**config.mk**
```make
export PLATFORM = sky130hd
export DESIGN_NAME = bounded_circular_list
export DESIGN_NICKNAME = d
export VERILOG_FILES = /design/src/rtl/bcl_pkg.sv /design/src/rtl/bcl_slot.sv /design/src/rtl/bcl_mem.sv /design/src/rtl/bounded_circular_list.sv
export VERILOG_INCLUDE_DIRS = /design/src /design/src/rtl
export SDC_FILE = /design/constraint.sdc
export NUM_CORES = 1
export LEC_CHECK = 0
export ABC_AREA = 1
export BUFFER_PORTS_ARGS = -buffer_cell sky130_fd_sc_hd__buf_2
export CORE_ASPECT_RATIO = 0.9
export CORE_MARGIN = 2
export CORE_UTILIZATION = 55
export CTS_CLUSTER_DIAMETER = 100
export DETAILED_ROUTE_END_ITERATION = 10
export PLACE_DENSITY = 0.83
export REMOVE_ABC_BUFFERS = 1
export SYNTH_ARGS = -nofsm -noshare
export SYNTH_HDL_FRONTEND = slang
export SYNTH_SLANG_ARGS = --single-unit
```
**constraint.sdc**
```tcl
create_clock -name clk -period 6.1 [get_ports clk]
set_clock_uncertainty 0.1 [all_clocks]
set_input_delay 1.22 -clock clk [delete_from_list [all_inputs] [get_ports clk]]
set_output_delay 1.22 -clock clk [all_outputs]
set_load 0.02 [all_outputs]
```
**src/rtl/bounded_circular_list_macros.svh**
```systemverilog
// Assertion macros shared by the bounded circular list RTL.
`ifndef BOUNDED_CIRCULAR_LIST_MACROS_SVH
`define BOUNDED_CIRCULAR_LIST_MACROS_SVH

// Same-cycle implication, checked outside reset.
`define BCL_ASSERT_NOW(label, clk, rst, ante, cons, msg) \
  label: assert property (@(posedge clk) disable iff (rst) (ante) |-> (cons)) \
    else $error(msg);

// Next-cycle implication, checked outside reset.
`define BCL_ASSERT_NEXT(label, clk, rst, ante, cons, msg) \
  label: assert property (@(posedge clk) disable iff (rst) (ante) |=> (cons)) \
    else $error(msg);

`endif

```
**src/rtl/bcl_pkg.sv**
```systemverilog
// Shared types and constants of the bounded circular list.
package bcl_pkg;

  localparam int CAPACITY = 16;
  localparam int IDX_W    = $clog2(CAPACITY);
  localparam int CNT_W    = $clog2(CAPACITY + 1);
  localparam int DATA_W   = 32;
  localparam int POS_W    = 8;
  localparam int COUNT_W  = 5;

  typedef enum logic [1:0] {
    ACT_INS_FRONT = 2'd0,
    ACT_INS_END   = 2'd1,
    ACT_DELETE    = 2'd2,
    ACT_DISPLAY   = 2'd3
  } action_t;

  typedef enum logic [1:0] {
    ST_OK    = 2'd0,
    ST_FULL  = 2'd1,
    ST_RANGE = 2'd2
  } status_t;

  // One access to the entry store: either a read or a write at addr.
  typedef struct packed {
    logic              rd_en;
    logic              wr_en;
    logic [IDX_W-1:0]  addr;
    logic [DATA_W-1:0] wdata;
  } mem_req_t;

endpackage

```
**src/rtl/bcl_slot.sv**
```systemverilog
// Ring slot unit: (base + offset) modulo the list capacity.
module bcl_slot (
  input  logic [bcl_pkg::IDX_W-1:0] base,
  input  logic [bcl_pkg::IDX_W-1:0] offset,
  output logic [bcl_pkg::IDX_W-1:0] slot
);

  localparam int SUM_W = bcl_pkg::IDX_W + 1;

  logic [SUM_W-1:0] sum;
  logic [SUM_W-1:0] wrapped;

  // Both operands are below the capacity, so one conditional subtract wraps.
  always_comb begin
    sum     = SUM_W'(base) + SUM_W'(offset);
    wrapped = sum - SUM_W'(bcl_pkg::CAPACITY);
    if (sum >= SUM_W'(bcl_pkg::CAPACITY)) begin
      slot = wrapped[bcl_pkg::IDX_W-1:0];
    end else begin
      slot = sum[bcl_pkg::IDX_W-1:0];
    end
  end

endmodule

```
**src/rtl/bcl_mem.sv**
```systemverilog
// Entry store of the list: single-port memory with registered read data.
module bcl_mem (
  input  logic                       clk,
  input  bcl_pkg::mem_req_t          req,
  output logic [bcl_pkg::DATA_W-1:0] rdata
);

  logic [bcl_pkg::DATA_W-1:0] mem [bcl_pkg::CAPACITY];

  always_ff @(posedge clk) begin
    if (req.wr_en) begin
      mem[req.addr] <= req.wdata;
    end
    if (req.rd_en) begin
      rdata <= mem[req.addr];
    end
  end

endmodule

```
**src/rtl/bounded_circular_list.sv**
```systemverilog
// Top level of the bounded circular list: sequencer, result register and unit hookup.
//
//   channel  | dir | tdata (low bit up)                  | tuser / tlast
//   ---------+-----+-------------------------------------+------------------------------
//   s_axis   | in  | value[31:0], position[39:32]        | tuser: action[1:0]
//   m_axis   | out | entry_value[31:0], count[36:32]     | tuser: status[1:0],
//            |     |                                     |   entry_valid[2]; tlast: last
//
// A request is taken only while the sequencer is idle; it then keeps s_axis_tready low
// until every result of that request has been loaded into the output register.
// Insert: the decode step does the work, then the single result follows. Delete of an
// inner entry: the decode step, then a read and a write per entry moved up through
// the single memory port, then the result. Display: a read, then an emit, per entry.
// The shared memory port and the single slot adder serialise these steps. Output stalls
// only hold the sequencer where a result is due; a new request may be taken while the
// last result still waits in m_axis.
// Reset (rst, synchronous) empties the list; entry contents are not cleared.
module bounded_circular_list (
  input  logic        clk,
  input  logic        rst,
  input  logic        s_axis_tvalid,
  output logic        s_axis_tready,
  input  logic [39:0] s_axis_tdata,  // value[31:0], position[39:32]
  input  logic [1:0]  s_axis_tuser,  // action[1:0]
  output logic        m_axis_tvalid,
  input  logic        m_axis_tready,
  output logic [39:0] m_axis_tdata,  // entry_value[31:0], count[36:32], zero fill
  output logic [2:0]  m_axis_tuser,  // status[1:0], entry_valid[2]
  output logic        m_axis_tlast   // last result of the request
);

  localparam int IDX_W  = bcl_pkg::IDX_W;
  localparam int CNT_W  = bcl_pkg::CNT_W;
  localparam int DATA_W = bcl_pkg::DATA_W;
  localparam int POS_W  = bcl_pkg::POS_W;
  localparam int CMP_W  = (POS_W > CNT_W) ? POS_W : CNT_W;

  typedef enum logic [2:0] {
    S_IDLE,    // waiting for a request
    S_EXEC,    // decode the action, do inserts and simple deletes
    S_SH_RD,   // delete: read the entry one place further back
    S_SH_WR,   // delete: write it one place forward
    S_DS_RD,   // display: read the next entry
    S_DS_OUT,  // display: hand the entry to the output register
    S_RESP     // single status result of insert, delete or empty display
  } state_t;

  state_t                 state;
  bcl_pkg::action_t       act;
  logic [DATA_W-1:0]      val;
  logic [POS_W-1:0]       pos;
  bcl_pkg::status_t       st;
  logic [IDX_W-1:0]       front;
  logic [CNT_W-1:0]       count;
  logic [IDX_W-1:0]       k;

  // Output register.
  logic                   out_valid;
  bcl_pkg::status_t       out_status;
  logic                   out_entry_valid;
  logic [DATA_W-1:0]      out_value;
  logic                   out_last;
  logic [bcl_pkg::COUNT_W-1:0] out_count;

  logic                   out_free;
  logic                   out_load;
  logic                   full;
  logic                   pos_bad;
  logic                   pos_tail;
  logic [IDX_W-1:0]       unit_off;
  logic [IDX_W-1:0]       slot;
  bcl_pkg::mem_req_t      mem_req;
  logic [DATA_W-1:0]      rdata;

  assign s_axis_tready = (state == S_IDLE);
  assign out_free      = !out_valid || m_axis_tready;
  // A result is loaded into the output register in this cycle.
  assign out_load      = ((state == S_DS_OUT) || (state == S_RESP)) && out_free;

  assign full     = (count == CNT_W'(bcl_pkg::CAPACITY));
  assign pos_bad  = (CMP_W'(pos) >= CMP_W'(count));
  // The deleted entry is the back one, so nothing has to move up.
  assign pos_tail = (CMP_W'(pos) == CMP_W'(count) - CMP_W'(1));

  bcl_slot u_slot (
    .base   (front),
    .offset (unit_off),
    .slot   (slot)
  );

  bcl_mem u_mem (
    .clk   (clk),
    .req   (mem_req),
    .rdata (rdata)
  );

  // Operand select for the slot unit and the memory access of this cycle.
  always_comb begin
    unit_off      = '0;
    mem_req.rd_en = 1'b0;
    mem_req.wr_en = 1'b0;
    mem_req.addr  = slot;
    mem_req.wdata = val;
    case (state)
      S_EXEC: begin
        case (act)
          bcl_pkg::ACT_INS_FRONT: begin
            unit_off      = IDX_W'(bcl_pkg::CAPACITY - 1);
            mem_req.wr_en = !full;
          end
          bcl_pkg::ACT_INS_END: begin
            unit_off      = count[IDX_W-1:0];
            mem_req.wr_en = !full;
          end
          bcl_pkg::ACT_DELETE: begin
            unit_off = IDX_W'(1);
          end
          default: begin
            unit_off = '0;
          end
        endcase
      end
      S_SH_RD: begin
        unit_off      = k + IDX_W'(1);
        mem_req.rd_en = 1'b1;
      end
      S_SH_WR: begin
        unit_off      = k;
        mem_req.wr_en = 1'b1;
        mem_req.wdata = rdata;
      end
      S_DS_RD: begin
        unit_off      = k;
        mem_req.rd_en = 1'b1;
      end
      default: begin
        unit_off = '0;
      end
    endcase
  end

  always_ff @(posedge clk) begin
    if (rst) begin
      state     <= S_IDLE;
      front     <= '0;
      count     <= '0;
      out_valid <= 1'b0;
    end else begin
      if (out_valid && m_axis_tready && !out_load) begin
        out_valid <= 1'b0;
      end
      case (state)
        S_IDLE: begin
          if (s_axis_tvalid) begin
            act   <= bcl_pkg::action_t'(s_axis_tuser);
            val   <= s_axis_tdata[DATA_W-1:0];
            pos   <= s_axis_tdata[DATA_W +: POS_W];
            state <= S_EXEC;
          end
        end
        S_EXEC: begin
          case (act)
            bcl_pkg::ACT_INS_FRONT: begin
              state <= S_RESP;
              if (full) begin
                st <= bcl_pkg::ST_FULL;
              end else begin
                st    <= bcl_pkg::ST_OK;
                front <= slot;
                count <= count + CNT_W'(1);
              end
            end
            bcl_pkg::ACT_INS_END: begin
              state <= S_RESP;
              if (full) begin
                st <= bcl_pkg::ST_FULL;
              end else begin
                st    <= bcl_pkg::ST_OK;
                count <= count + CNT_W'(1);
              end
            end
            bcl_pkg::ACT_DELETE: begin
              if (pos_bad) begin
                st    <= bcl_pkg::ST_RANGE;
                state <= S_RESP;
              end else if (pos == '0) begin
                // Dropping the front entry just advances the ring start.
                st    <= bcl_pkg::ST_OK;
                front <= slot;
                count <= count - CNT_W'(1);
                state <= S_RESP;
              end else if (pos_tail) begin
                st    <= bcl_pkg::ST_OK;
                count <= count - CNT_W'(1);
                state <= S_RESP;
              end else begin
                st    <= bcl_pkg::ST_OK;
                k     <= pos[IDX_W-1:0];
                state <= S_SH_RD;
              end
            end
            default: begin
              // Display: an empty list answers with the single status result.
              st <= bcl_pkg::ST_OK;
              if (count != '0) begin
                k     <= '0;
                state <= S_DS_RD;
              end else begin
                state <= S_RESP;
              end
            end
          endcase
        end
        S_SH_RD: begin
          state <= S_SH_WR;
        end
        S_SH_WR: begin
          if (CNT_W'(k) + CNT_W'(2) == count) begin
            count <= count - CNT_W'(1);
            state <= S_RESP;
          end else begin
            k     <= k + IDX_W'(1);
            state <= S_SH_RD;
          end
        end
        S_DS_RD: begin
          state <= S_DS_OUT;
        end
        S_DS_OUT: begin
          if (out_free) begin
            out_valid       <= 1'b1;
            out_status      <= bcl_pkg::ST_OK;
            out_entry_valid <= 1'b1;
            out_value       <= rdata;
            out_last        <= (CNT_W'(k) + CNT_W'(1) == count);
            out_count       <= bcl_pkg::COUNT_W'(count);
            if (CNT_W'(k) + CNT_W'(1) == count) begin
              state <= S_IDLE;
            end else begin
              k     <= k + IDX_W'(1);
              state <= S_DS_RD;
            end
          end
        end
        S_RESP: begin
          if (out_free) begin
            out_valid       <= 1'b1;
            out_status      <= st;
            out_entry_valid <= 1'b0;
            out_value       <= '0;
            out_last        <= 1'b1;
            out_count       <= bcl_pkg::COUNT_W'(count);
            state           <= S_IDLE;
          end
        end
        default: begin
          state <= S_IDLE;
        end
      endcase
    end
  end

  assign m_axis_tvalid = out_valid;
  assign m_axis_tdata  = {3'b000, out_count, out_value};
  assign m_axis_tuser  = {out_entry_valid, out_status};
  assign m_axis_tlast  = out_last;

`include "bounded_circular_list_macros.svh"

  // The list never holds more entries than the ring has slots.
  `BCL_ASSERT_NOW(a_count_bound, clk, rst, 1'b1, count <= CNT_W'(bcl_pkg::CAPACITY), "count high")

  // Only the decode step and the last shift step change the entry count.
  `BCL_ASSERT_NEXT(a_count_steady, clk, rst, state != S_EXEC && state != S_SH_WR, $stable(count), "count")

  // A result without a list element is always the only result of its request.
  `BCL_ASSERT_NOW(a_status_last, clk, rst, out_valid && !out_entry_valid, out_last, "not last")

  // Display results always carry an ok status.
  `BCL_ASSERT_NOW(a_entry_ok, clk, rst, out_valid && out_entry_valid, out_status == bcl_pkg::ST_OK, "status")

  // Once a request is taken, no other is taken in the next cycle.
  `BCL_ASSERT_NEXT(a_one_at_a_time, clk, rst, s_axis_tvalid && s_axis_tready, !s_axis_tready, "busy")

endmodule
```
==> flow_summary.ini, run 1 <==
[outcome]
status = completed

[grt]
grt_remaining_overflow = 0
grt_pass1_wl_um = 89900
antenna_found_initial = 0
grt_max_degree = 116
grt_usage_pct = 24.6
grt_pass1_vias = 15700

[clock_tree]
clock-sinks = 646
htreeDepth = 2
cts_tree = done
postCtsSetupBuffers = 0
root_buffer = clkbuf_16
cts.path.max_buffers = 3
ctsHoldBuffers = 0
cts_buffers = 59
path_clk_slew_ns = 0.07
clkLatencyLatePin_ns = 0.62
cts_resized = 0

[floorplan]
initial_core_util_pct = 55.6
rows = 74
die_w_um = 230
die_height_um = 207
ios = 92
coreArea_um2 = 45400
die_area_um2 = 47600

[cells_and_area]
final_util_pct = 62.9
drive_gt1_share_pct = 14.0
area_growth_pct = 13.2
fin_area_um2 = 28500
final_nets = 1988
diodes = 0

[worst_setup_path]
end_kind = flop
rrSetupSlack_ns = 0.83
crit_end = u_mem.rdata[7]
crit_arrival_ns = 5.54
worstSetupPathType = flop to flop
cp_max_fo = 80
crit_start = state[1]
r2r_end = u_mem.rdata[7]
start_kind = flop
rr_worst_depth = 17
required_ns = 6.37
r2r_start = state[1]

[sta]
rsz0062_at_grt = no
tns_ns = 0
period_share_pct = 86.4
fin_crit_ns = 5.27
hold_ws_ns = 0.375
worst_pin_slew_ns = 1.28
maxSlewHeadroom_pct = 14.6
fmax_mhz = 190
final_max_slew_viol_count = 0
finalSetupViolCount = 0
hold_violations = 0

[yosys]
yosys.area.top_type = edfxtp_1
yosysMostFrequentCell = edfxtp_1
syn_area_um2 = 25200
ys_ff_latch = 646
yosys_warnings = 0
synth_edf_count = 633
synthTopCellsByCount = 633 x edfxtp_1, 371 x nand2_1, 132 x nor2_1
netlist_instances = 1829
yosys-top-cells-area = edfxtp_1 75%, nand2_1 5.5%, a22oi_1 2.7%, nor2_1 2.0%, a221oi_1 1.8%
synth.distinct_cells = 42
syn_avg_cell_area_um2 = 13.8
synth.top_cell.area_share_pct = 75.4
ys.flop_type = edfxtp_1
async_flop_share_pct = 0
synth_seq_area_share_pct = 76.4

[routing]
antenna_left = 0
wl_um = 59200
drc = 0
vias = 15700
wl_per_cell_um = 22.9
first_pass_iters = 6
drtIter0Drc = 2164
viasPerCell = 6.08

[power_and_ir_drop]
vdd_drop_max_mv = 0.306
leakage_uw = 0.00994
power-per-cell-area_nw_per_um2 = 446

[placement]
place_area_um2 = 26500
globalplace.congestion = 0.858
port_buffers = 88
post-dp-hpwl_um = 32000

[worst_hold_path]
hp-class = flop to flop

[run]
max-cap-violations = 0
-- critical path, cell delays in order, from the launching register on --
cell and delay (ns):
dfxtp_1 0.47, inv_2 0.10, nand2_1 0.10, nor2_1 0.06
nor2_1 0.24, inv_1 0.14, a221o_1 0.36, ha_1 0.23
fa_1 0.67, inv_1 0.08, nand2_1 0.06, buf_4 0.31
clkinv_2 0.50, buf_4 0.60, a221oi_1 0.55, nor2_1 0.09
o21ai_0 0.19, nand3_1 0.09
-- registers in the layout, summed over array words and instances, names as in the netlist --
name,flops
m_axis_tlast,1
m_axis_tvalid,1
out_value,32
st,2
k,4
count,5
act,2
state,3
u_mem.rdata,32
u_mem.mem,512
out_status,2
front,4
val,32
out_entry_valid,1
pos,8
out_count,5
-- power breakdown --
group / total (uW) / leakage (uW) / internal, uW / switching [uW]
sequential: 5590 / 0.00583 / 5450 / 141
combinational: 3270 / 0.00312 / 929 / 2340
clock: 3860 / 0.000993 / 2250 / 1610
-- logic make-up (layout without fill, tap and decap cells) --
logic type	Yosys count	count (layout)	share of synthesized area, %
flops	646	646	76.4
simple gates	605	605	9.92
compound gates	331	331	8.87
buf+inv	215	361	3.44
xor+xnor	16	16	0.585
fa+ha+maj	14	14	0.724
other cells	1	3	0.0149
mux	1	1	0.0446
-- cell type report --
cell class	instances	area (um2)
clock buffer	70	1560
clock inverter	40	468
fill	3187	16800
inverter	121	459
multi-input combinational	970	5250
sequential	646	19300
tap	608	761
timing repair buffer	130	768
-- worst min path at each step --
stage                     startpoint  slack (ns)        to  cells after the start
final                       front[2]        0.38  front[2]                      2
after global routing        front[2]        0.40  front[2]                      2
after CTS                   front[2]        0.38  front[2]                      2
after detailed placement    front[2]        0.37  front[2]                      2
after global placement      front[0]        0.36  front[0]                      2
after floorplan             front[0]        0.34  front[0]                      2
-- stage by stage --
| step | setup WS (ns) | power, uW | std cells |
|---|---|---|---|
| floorplan | -2.39 | 7770 | 1737 |
| global placement | 1.32 | 8720 | 2475 |
| detailed placement | 1.11 | 8840 | 2475 |
| CTS | 0.951 | 12700 | 2585 |
| global route | 0.543 | 13200 | 2585 |
| finish | 0.830 | 12700 | 2585 |
-- cells in the final DEF (no fill, tap or decap), types with 12 or more instances in the layout --
master / instances
o21ai_1: 44
a21oi_1: 51
buf_2: 88
nand2_2: 12
clkinv_2: 16
clkbuf_16: 61
nor2_4: 24
nor2_1: 113
dfxtp_1: 13
inv_1: 106
clkinv_1: 13
ha_1: 13
buf_4: 41
o2bb2ai_1: 32
a221oi_1: 51
edfxtp_1: 633
nand4_1: 35
nand3_1: 42
a22oi_1: 92
o21ai_0: 48
nand2_1: 370
-- metal layers --
metal	vias up	global-route usage, %	part of all wire, %
li1	6896	-	-
met1	7644	34.3	39
met2	1033	39.1	48
met3	151	3.91	10
met4	0	10.5	3.5
met5	-	0	0
Note: power is estimated with default switching activity, not from simulation.
==> inputs of run 2 (changes only) <==
- CAP_MARGIN: not set -> 10
- SYNTH_HIERARCHICAL: not set -> 1
==> run 2 against run 1 <==
Net effect: synthesized area increased by 9.2%; critical path type unchanged; wire length increased by 8.5%; register-to-register slack improved by 0.20 ns.
==> flow_summary.ini, run 2 <==
[worst_setup_path]
cp_max_fo = 35
slowest_delay_ns = 0.93
crit_arrival_ns = 5.24
crit_buf_inv = 3
end_kind = flop
start_kind = flop
crit_slowest_cell = nor2_4
required_ns = 6.27
worstSetupPathType = flop to flop
crit_chain = inv_1, nor2_1, nand2_1, nor2_1, nand2_1, o2111ai_1, ha_4, fa_4, clkinv_2, nand3_1, nor2_4, buf_4
path_delay_family = simple AND/OR/NAND/NOR gates

[yosys]
synth_seq_area_share_pct = 69.9
syn_avg_cell_area_um2 = 10.4
syn_area_um2 = 27500
netlist_instances = 2660
ys.flop_type = edfxtp_1
ys_ff_latch = 646
synth.distinct_cells = 38
synth.top_cell.area_share_pct = 69.0
yosys.area.top_type = edfxtp_1
yosys-top-cells-area = edfxtp_1 69%, nand2_1 21%, inv_1 2.0%, nor2_1 1.3%, dfxtp_1 0.94%
synthTopCellsByCount = 1510 x nand2_1, 633 x edfxtp_1, 144 x inv_1
yosys_warnings = 6
async_flop_share_pct = 0
yosysMostFrequentCell = nand2_1
synth_edf_count = 633

[clock_tree]
root_buffer = clkbuf_16
cts_resized = 0
clkLatencyLatePin_ns = 0.60
path_clk_slew_ns = 0.06
cts.path.max_buffers = 3
htreeDepth = 3
ctsHoldBuffers = 0
cts_buffers = 66
cts_tree = done
postCtsSetupBuffers = 0
clock-sinks = 646

[cells_and_area]
final_util_pct = 62.3
layout_common_cells = 1509 x nand2_1, 633 x edfxtp_1, 141 x inv_1
mostFrequentLayoutCell = nand2_1
final_nets = 2796
fin_area_um2 = 30700
top_register = u_mem/mem
area_growth_pct = 11.5
drive_gt1_share_pct = 9.36
diodes = 0
largest_reg_flops = 512

[grt]
grt_remaining_overflow = 0
grt_usage_pct = 25.0
grt_pass1_wl_um = 99800
grt_max_degree = 257
grt_pass1_vias = 18600
antenna_found_initial = 0

[run]
max-cap-violations = 0

[outcome]
status = completed

[floorplan]
rows = 77
die_height_um = 216
ios = 92
coreArea_um2 = 49300
initial_core_util_pct = 55.8
die_w_um = 240
die_area_um2 = 51900

[sta]
finalSetupViolCount = 0
hold_violations = 0
fmax_mhz = 197
final_max_slew_viol_count = 0
fin_crit_ns = 5.07
maxSlewHeadroom_pct = 14.2
worst_pin_slew_ns = 1.29
period_share_pct = 83.1
rsz0062_at_grt = no

[routing]
first_pass_iters = 8
vias = 18700
drtIter0Drc = 2129
wl_per_cell_um = 18.6
wl_um = 64200
viasPerCell = 5.41
drc = 0
antenna_left = 0

[placement]
port_buffers = 88
place_area_um2 = 28500
globalplace.congestion = 0.854
post-dp-hpwl_um = 35800

[worst_hold_path]
hp-class = flop to flop

[power_and_ir_drop]
power-per-cell-area_nw_per_um2 = 386
vdd_drop_max_mv = 0.368
leakage_uw = 0.0129
==> run 2: where the power goes <==
part | switching (uW) | internal, uW
sequential | 79.7 | 5220
clock | 1640 | 2330
combinational | 1920 | 675
==> run 2: per-stage QoR <==
step / std cells / TNS, ns / setup WS [ns] / hold slack (ns) / total power [uW]
after global placement: 3333 / 0 / 1.29 / 0.357 / 7810
after CTS: 3452 / 0 / 1.11 / 0.377 / 11900
final: 3458 / 0 / 1.03 / 0.376 / 11900
after global routing: 3458 / 0 / 0.738 / 0.392 / 12400
after floorplan: 2544 / -1033.48 / -2.24 / 0.339 / 7200
after detailed placement: 3334 / 0 / 1.15 / 0.368 / 7910
==> run 2: kinds of logic (layout without fill, tap and decap cells) <==
logic type / after synthesis / after routing / share of synthesized area [%]
adders and majority gates: 13 / 13 / 0.618
buffers and inverters: 269 / 394 / 4.85
DFF: 646 / 646 / 69.9
and+or+nand+nor: 1658 / 1658 / 23.0
AOI/OAI and AO/OA: 58 / 58 / 1.12
xor gates and xnor gates: 15 / 15 / 0.477
other: 1 / 3 / 0.0136
==> run 2: worst paths after layout <==
| kind | slack (ns) | endpoint | cells after the start | startpoint |
|---|---|---|---|---|
| max | 1.03 | u_mem/mem[8][7] | 12 | state[0] |
| min | 0.38 | front[2] | 2 | front[2] |
| max reg2reg | 1.03 | u_mem/mem[8][7] | 12 | state[0] |
| min reg2reg | 0.38 | front[2] | 2 | front[2] |
==> run 2: routing by layer <==
metal / wire length, um / track usage [%]
met5: 0 / 0
met4: 1980 / 9.77
met3: 5490 / 4.56
met2: 31300 / 41.4
met1: 25400 / 33.1
==> run 2: area by class of cell <==
class / instances / area [um2]
repair buffers: 125 / 779
clock buffers: 84 / 1870
multi-input cells: 1747 / 7130
flip-flops and latches: 646 / 19300
inverters: 151 / 573
fillers: 3742 / 18600
well taps: 671 / 840
clock inverters: 34 / 269
==> run 2: tightest hold or removal path: stages, from the launching register on <==
cell     delay (ns)
dfxtp_1        0.31
nand2_1        0.06
a21oi_1        0.05
